$ cat src/hdl/dst_pkg.sv
// ----------------------------------------------------------------------------
// dst_pkg: shared types and constants of the 3-D seven-point stencil
// Holds field widths, command and register codes, tap order and the
// per-item control flags that travel from the sequencer to the datapath.
// ----------------------------------------------------------------------------
package dst_pkg;

	// Field widths.
	localparam int WORD_W      = 32;
	localparam int ROW_COUNT_W = 7;
	localparam int CFG_INDEX_W = 3;
	localparam int PLANE_W     = 16;
	localparam int NUM_TAPS    = 7;
	localparam int PROD_W      = 2 * WORD_W;
	localparam int FRAC_BITS   = 30;

	// Input command codes.
	localparam logic CMD_CELL  = 1'b0;
	localparam logic CMD_DRAIN = 1'b1;

	// Configuration register indexes.
	localparam logic [CFG_INDEX_W-1:0] REG_ROW_COUNT   = 3'd0;
	localparam logic [CFG_INDEX_W-1:0] REG_COEF_CENTER = 3'd1;
	localparam logic [CFG_INDEX_W-1:0] REG_COEF_EAST   = 3'd2;
	localparam logic [CFG_INDEX_W-1:0] REG_COEF_WEST   = 3'd3;
	localparam logic [CFG_INDEX_W-1:0] REG_COEF_NORTH  = 3'd4;
	localparam logic [CFG_INDEX_W-1:0] REG_COEF_SOUTH  = 3'd5;
	localparam logic [CFG_INDEX_W-1:0] REG_COEF_TOP    = 3'd6;
	localparam logic [CFG_INDEX_W-1:0] REG_COEF_BOTTOM = 3'd7;

	localparam logic [ROW_COUNT_W-1:0] ROW_COUNT_RESET = 7'd64;

	// Tap order of the stencil.
	localparam int TAP_CENTER = 0;
	localparam int TAP_EAST   = 1;
	localparam int TAP_WEST   = 2;
	localparam int TAP_NORTH  = 3;
	localparam int TAP_SOUTH  = 4;
	localparam int TAP_TOP    = 5;
	localparam int TAP_BOTTOM = 6;

	typedef logic [WORD_W-1:0] word_t;
	typedef word_t [NUM_TAPS-1:0] tap_vec_t;

	// Per-item control decided at acceptance.
	typedef struct packed {
		logic res;      // item produces a result
		logic last;     // result closes the grid
		logic e_ok;     // east neighbor inside the grid
		logic w_ok;     // west neighbor inside the grid
		logic n_ok;     // north neighbor inside the grid
		logic s_ok;     // south neighbor inside the rows in use
		logic top_ctr;  // top neighbor replaced by the center (drain)
		logic first;    // first plane: bottom replaced by the center
	} flags_t;

endpackage

$ cat src/hdl/dst_seq.sv
// ----------------------------------------------------------------------------
// dst_seq: position sequencer of the stencil
// Tracks the raster position, plane count and drain state, decides whether
// an item is taken, and forms the plane store addresses for that item.
// ----------------------------------------------------------------------------
module dst_seq #(
	parameter int GRID_X   = 64,
	parameter int MAX_ROWS = 64,
	localparam int PLANE_CELLS = GRID_X * MAX_ROWS,
	localparam int AW          = $clog2(2 * PLANE_CELLS)
) (
	input  logic                            clk,
	input  logic                            arst_n,
	input  logic                            accept,
	input  logic                            cmd,
	input  logic [dst_pkg::ROW_COUNT_W-1:0] row_count,
	output logic                            take,
	output dst_pkg::flags_t                 flags,
	output logic                            we,
	output logic [AW-1:0]                   addr_cur,
	output logic [AW-1:0]                   addr_a,
	output logic [AW-1:0]                   addr_n,
	output logic [AW-1:0]                   addr_s
);

	localparam int XW  = $clog2(GRID_X);
	localparam int YW  = (MAX_ROWS > 1) ? $clog2(MAX_ROWS) : 1;
	localparam int RW  = $clog2(MAX_ROWS + 1);
	localparam int CW  = ((RW > dst_pkg::ROW_COUNT_W) ? RW : dst_pkg::ROW_COUNT_W) + 1;

	logic [XW-1:0]              x_q;
	logic [YW-1:0]              y_q;
	logic [dst_pkg::PLANE_W-1:0] z_q;
	logic                       drain_q;

	logic [CW-1:0] rc_ext;
	logic [CW-1:0] rows;
	logic [CW-1:0] y_ext;
	logic [CW-1:0] y_inc;
	logic [XW-1:0] x_next;
	logic [YW-1:0] y_next;
	logic [YW-1:0] y_prev;
	logic          x_last;
	logic          ny_ok;
	logic          d_last;
	logic          is_cell;
	logic          z_zero;
	logic          mid;
	logic          cur;

	// Linear store address of cell (x, y) in one of the two plane slots.
	function automatic logic [AW-1:0] cell_addr(input logic slot,
			input logic [YW-1:0] y, input logic [XW-1:0] x);
		cell_addr = (slot ? AW'(PLANE_CELLS) : AW'(0)) + AW'(y) * AW'(GRID_X) + AW'(x);
	endfunction

	// Rows in use: zero counts as one, large values clamp to the maximum.
	assign rc_ext = CW'(row_count);
	always_comb begin
		if (row_count == '0) begin
			rows = CW'(1);
		end else if (rc_ext > CW'(MAX_ROWS)) begin
			rows = CW'(MAX_ROWS);
		end else begin
			rows = rc_ext;
		end
	end

	// Position arithmetic.
	assign y_ext   = CW'(y_q);
	assign y_inc   = y_ext + CW'(1);
	assign x_next  = x_q + XW'(1);
	assign y_next  = YW'(y_inc);
	assign y_prev  = y_q - YW'(1);
	assign x_last  = (x_q == XW'(GRID_X - 1));
	assign ny_ok   = (y_inc < rows);
	assign d_last  = (y_ext >= rows) || ((y_inc == rows) && x_last);
	assign is_cell = (cmd == dst_pkg::CMD_CELL);
	assign z_zero  = (z_q == '0);
	assign mid     = ~z_q[0];
	assign cur     = z_q[0];

	// Acceptance decision and per-item flags.
	always_comb begin
		if (is_cell) begin
			take = ~drain_q;
		end else begin
			take = ~z_zero && (drain_q || ((x_q == '0) && (y_q == '0)));
		end
		flags.res     = is_cell ? ~z_zero : 1'b1;
		flags.last    = ~is_cell && d_last;
		flags.e_ok    = ~x_last;
		flags.w_ok    = (x_q != '0);
		flags.n_ok    = (y_q != '0);
		flags.s_ok    = ny_ok;
		flags.top_ctr = ~is_cell;
		flags.first   = (z_q == dst_pkg::PLANE_W'(1));
	end

	// Store addresses. Port A reads the east cell, or at the end of a row
	// the center of the next position, so the center always comes ready.
	always_comb begin
		addr_cur = cell_addr(cur, y_q, x_q);
		if (~x_last) begin
			addr_a = cell_addr(mid, y_q, x_next);
		end else if (ny_ok) begin
			addr_a = cell_addr(mid, y_next, XW'(0));
		end else begin
			addr_a = cell_addr(cur, YW'(0), XW'(0));
		end
		addr_n = cell_addr(mid, (y_q != '0) ? y_prev : y_q, x_q);
		addr_s = cell_addr(mid, ny_ok ? y_next : y_q, x_q);
	end

	assign we = accept && take && is_cell;

	// Position, plane and drain state.
	always_ff @(posedge clk or negedge arst_n) begin
		if (!arst_n) begin
			x_q     <= '0;
			y_q     <= '0;
			z_q     <= '0;
			drain_q <= 1'b0;
		end else if (accept && take) begin
			if (is_cell) begin
				if (x_last) begin
					x_q <= '0;
					if (ny_ok) begin
						y_q <= y_next;
					end else begin
						y_q <= '0;
						z_q <= z_q + dst_pkg::PLANE_W'(1);
					end
				end else begin
					x_q <= x_next;
				end
			end else if (d_last) begin
				x_q     <= '0;
				y_q     <= '0;
				z_q     <= '0;
				drain_q <= 1'b0;
			end else begin
				drain_q <= 1'b1;
				if (x_last) begin
					x_q <= '0;
					y_q <= y_next;
				end else begin
					x_q <= x_next;
				end
			end
		end
	end

endmodule

$ cat config.mk
export PLATFORM = sky130hd
export DESIGN_NAME = dst_seq
export DESIGN_NICKNAME = d
export VERILOG_FILES = /design/src/hdl/dst_pkg.sv /design/src/hdl/dst_seq.sv
export SDC_FILE = /design/constraint.sdc
export NUM_CORES = 1
export LEC_CHECK = 0
export BUFFER_PORTS_ARGS = -buffer_cell sky130_fd_sc_hd__buf_2
export CAP_MARGIN = 30
export CORE_MARGIN = 2
export CORE_UTILIZATION = 50
export DETAILED_ROUTE_END_ITERATION = 8
export PLACE_DENSITY = 0.74
export SLEW_MARGIN = 20
export SYNTH_ARGS = -nofsm -noshare
export SYNTH_HDL_FRONTEND = slang
export SYNTH_SLANG_ARGS = --single-unit
$ cat constraint.sdc
create_clock -name clk -period 5.81 [get_ports clk]
set_input_delay 0.2905 -clock clk [delete_from_list [all_inputs] [get_ports clk]]
set_output_delay 0.2905 -clock clk [all_outputs]
set_load 0.05 [all_outputs]
==> out/qor.yml <==
final_layout:
  nets: 414
  syn2layout_area_growth_pct: 13.30
  fill_cells: 479
  stdcell_area_um2: 3090
  final_util_pct: 59.75
  drive_gt1_share_pct: 25.33
  antenna_cells: 0
  finalNonFillerCells: 453
global_route:
  grt_max_degree: 30
  overflow: 0
  track_usage_pct: 23.31
  antenna_found_initial: 0
  grt_pass1_wl_um: 11440
  grt_pass1_vias: 2390
floorplan:
  pin_count: 73
  fp.dieW_um: 77.86
  start_util_pct: 52.73
  die_h_um: 77.86
  rows: 26
  core_area_um2: 5172
  die_area_um2: 6062
clock_tree:
  post-cts-setup-buffers: 0
  clk_pin_slew_ns: 0.07
  cts-root-buf: "clkbuf_8"
  cts.repair.resized: 0
  cts_max_path_buffers: 2
  clk_latency_ns: 0.29
  clock-sinks: 29
  cts_tree: "built"
  cts_made_buffers: 5
  hold_buffers: 0
  htree_levels: 2
place:
  routabilityCongestion: 0.8539
  dp_hpwl_um: 5096
  post_dp_cell_area_um2: 2999
  port_buffers: 72
  place_inst: 444
timing:
  fmax_mhz: 246.1
  fin_setup_tns_ns: 0
  hold_slack_ns: 0.02929
  rsz0062_at_grt: "no"
  fin_crit_sh_pct: 69.94
  tightestPinTransition_ns: 0.7880
  hold_viol: 0
  finalCriticalPeriod_ns: 4.064
  skew_ns: 0.008793
  slew_headroom_pct: 46.77
  setup_viol: 0
  slew_violations: 0
setup_path:
  slowest_delay_ns: 0.64
  cp_slowest_cell: "dfrtp_1"
  path_buf_inv: 2
  crit_path_start_kind: "flop"
  worst_setup_path_end_kind: "output pin"
  worstPathArrival_ns: 3.77
  crit_family: "simple AND/OR/NAND/NOR gates"
  crit_type: "flop to output pin"
  crit_required_ns: 5.52
  crit_path_cell_trace: "and3_1 -> nand3_1 -> xnor2_1 -> ha_1 -> and3_1 -> a221o_1 -> or2_2 -> clkinv_1 -> nand2_1 -> o31ai_1 -> buf_2"
  worst-path-max-fanout: 14
  critPathMostFrequentCell: "and3_1"
yosys:
  synth.most_common_cell: "o21ai_0"
  synth-seq-area-share_pct: 26.61
  ys.flop_type: "dfrtp_1"
  synth_top_area_share_pct: 26.61
  yosysWarnings: 0
  yosys.area.top_type: "dfrtp_1"
  yosysUniqueCellTypes: 56
  synth_seq_cells: 29
  yosys-top-cells-count: "o21ai_0, dfrtp_1, nand2_1"
  synth_area_per_cell_um2: 8.241
  async_flop_share_pct: 100.0
  synth_edf_count: 0
  synthCells: 331
  ys_top_cells_by_area: "dfrtp_1, ha_1, o21ai_0, buf_4, a22o_1"
  syn_area_um2: 2728
  synth_nets: 363
detailed_routing:
  postRouteWirelength_um: 6957
  wire_per_inst_um: 15.36
  firstDrtPassIters: 4
  ant_nets: 0
  via_count: 2673
  vias_per_cell: 5.901
  dr.first_iter.drc_count: 205
  drc: 0
power:
  power_leakage_nw: 1.485
  vdd_drop_max_uv: 335.4
  power_density_nw_per_um2: 442.8
flow_run:
  maxCapViolations: 0
run_status:
  status: "finished clean"
min_path:
  hp-class: "primary input to asynchronous set/reset pin"
## registers in the layout, indices dropped and copies added, names as in the netlist
name / flops
drain_q: 1
z_q: 16
x_q: 6
y_q: 6
## metal layers
metal | track usage, % | wire length [µm]
met5 | 0 | 0
met3 | 4.186 | 390
met2 | 37.41 | 3193
met4 | 7.143 | 93
met1 | 31.77 | 3279
## where the power goes
group | leakage, nW | total (W) | internal, W | switching [W]
combinational | 1.06 | 0.000917 | 0.000225 | 0.000692
clock | 0.0439 | 0.000169 | 0.0000825 | 0.0000867
sequential | 0.377 | 0.000282 | 0.000224 | 0.0000587
total | 1.48 | 0.00137 | 0.000531 | 0.000837
## worst paths after layout
check / startpoint / endpoint / slack [ns] / cells past startpoint
max: y_q[2] / addr_a[11] / 1.75 / 11
min: arst_n / z_q[9] / 0.03 / 1
max reg2reg: y_q[2] / y_q[4] / 2.29 / 10
min reg2reg: z_q[13] / z_q[13] / 0.54 / 1
max in group asynchronous: arst_n / y_q[3] / 5.34 / 1
min in group clk: cmd / z_q[0] / 0.44 / 2
## cell usage in the layout (no fill, tap or decap), types with 2 or more instances in the layout
master     instances
a32o_1             2
a31oi_1            4
nand4_1            2
a22o_1            11
o31ai_1            3
ha_1              21
clkbuf_8           5
a221o_1            4
xnor2_1           10
inv_2              2
inv_1             18
nor2b_1            4
and4_1             2
o21ai_0           30
and2_1             2
o21a_1             2
o21ai_2            2
nand3_1           14
nor2_1            24
o41ai_1            5
dfrtp_1           29
a21oi_1            8
mux2i_1            2
or2_2              2
and3_1            10
nand2_1           25
nor3_1            11
clkinv_2           2
a21o_1             4
o211ai_1           4
xor2_1             6
a41oi_1            2
nor4_1             8
buf_4              2
buf_2             72
a2bb2oi_1          4
nand2b_1           4
## area by class of cell
class                           count  area [µm²]  area share, %
Clock inverter                      3       17.52         0.5668
Timing Repair Buffer               75       380.4          12.31
Clock buffer                        5       68.82          2.227
Sequential cell                    29       725.7          23.48
Inverter                           21       78.83          2.551
Multi-Input combinational cell    250        1732          56.03
Tap cell                           70       87.58          2.834
## worst reg2reg max path: cells and delay by family (launching register included)
kind            cells  cell delay, ns
compound gates      4            1.26
xor+xnor            1            0.20
simple gates        4            1.06
flops               1            0.64
fa+ha+maj           1            0.30
## kinds of logic (layout without fill, tap and decap cells)
kind of cell,Yosys count,after routing,share of synthesized area [%]
xor+xnor,16,16,5.137
buf+inv,52,104,9.908
flops,29,29,26.61
mux,3,3,1.147
fa+ha+maj,21,21,9.633
simple gates,114,114,21.19
compound gates,96,96,26.38
## per-stage QoR
| stage | setup slack, ns | total power (W) |
|---|---|---|
| after CTS | 1.798 | 0.001369 |
| after global placement | 2.260 | 0.001185 |
| after floorplan | 1.460 | 0.001052 |
| final | 1.746 | 0.001369 |
| after detailed placement | 2.126 | 0.001194 |
| after global routing | 1.555 | 0.001448 |
Note: power is estimated with default switching activity, not from simulation.
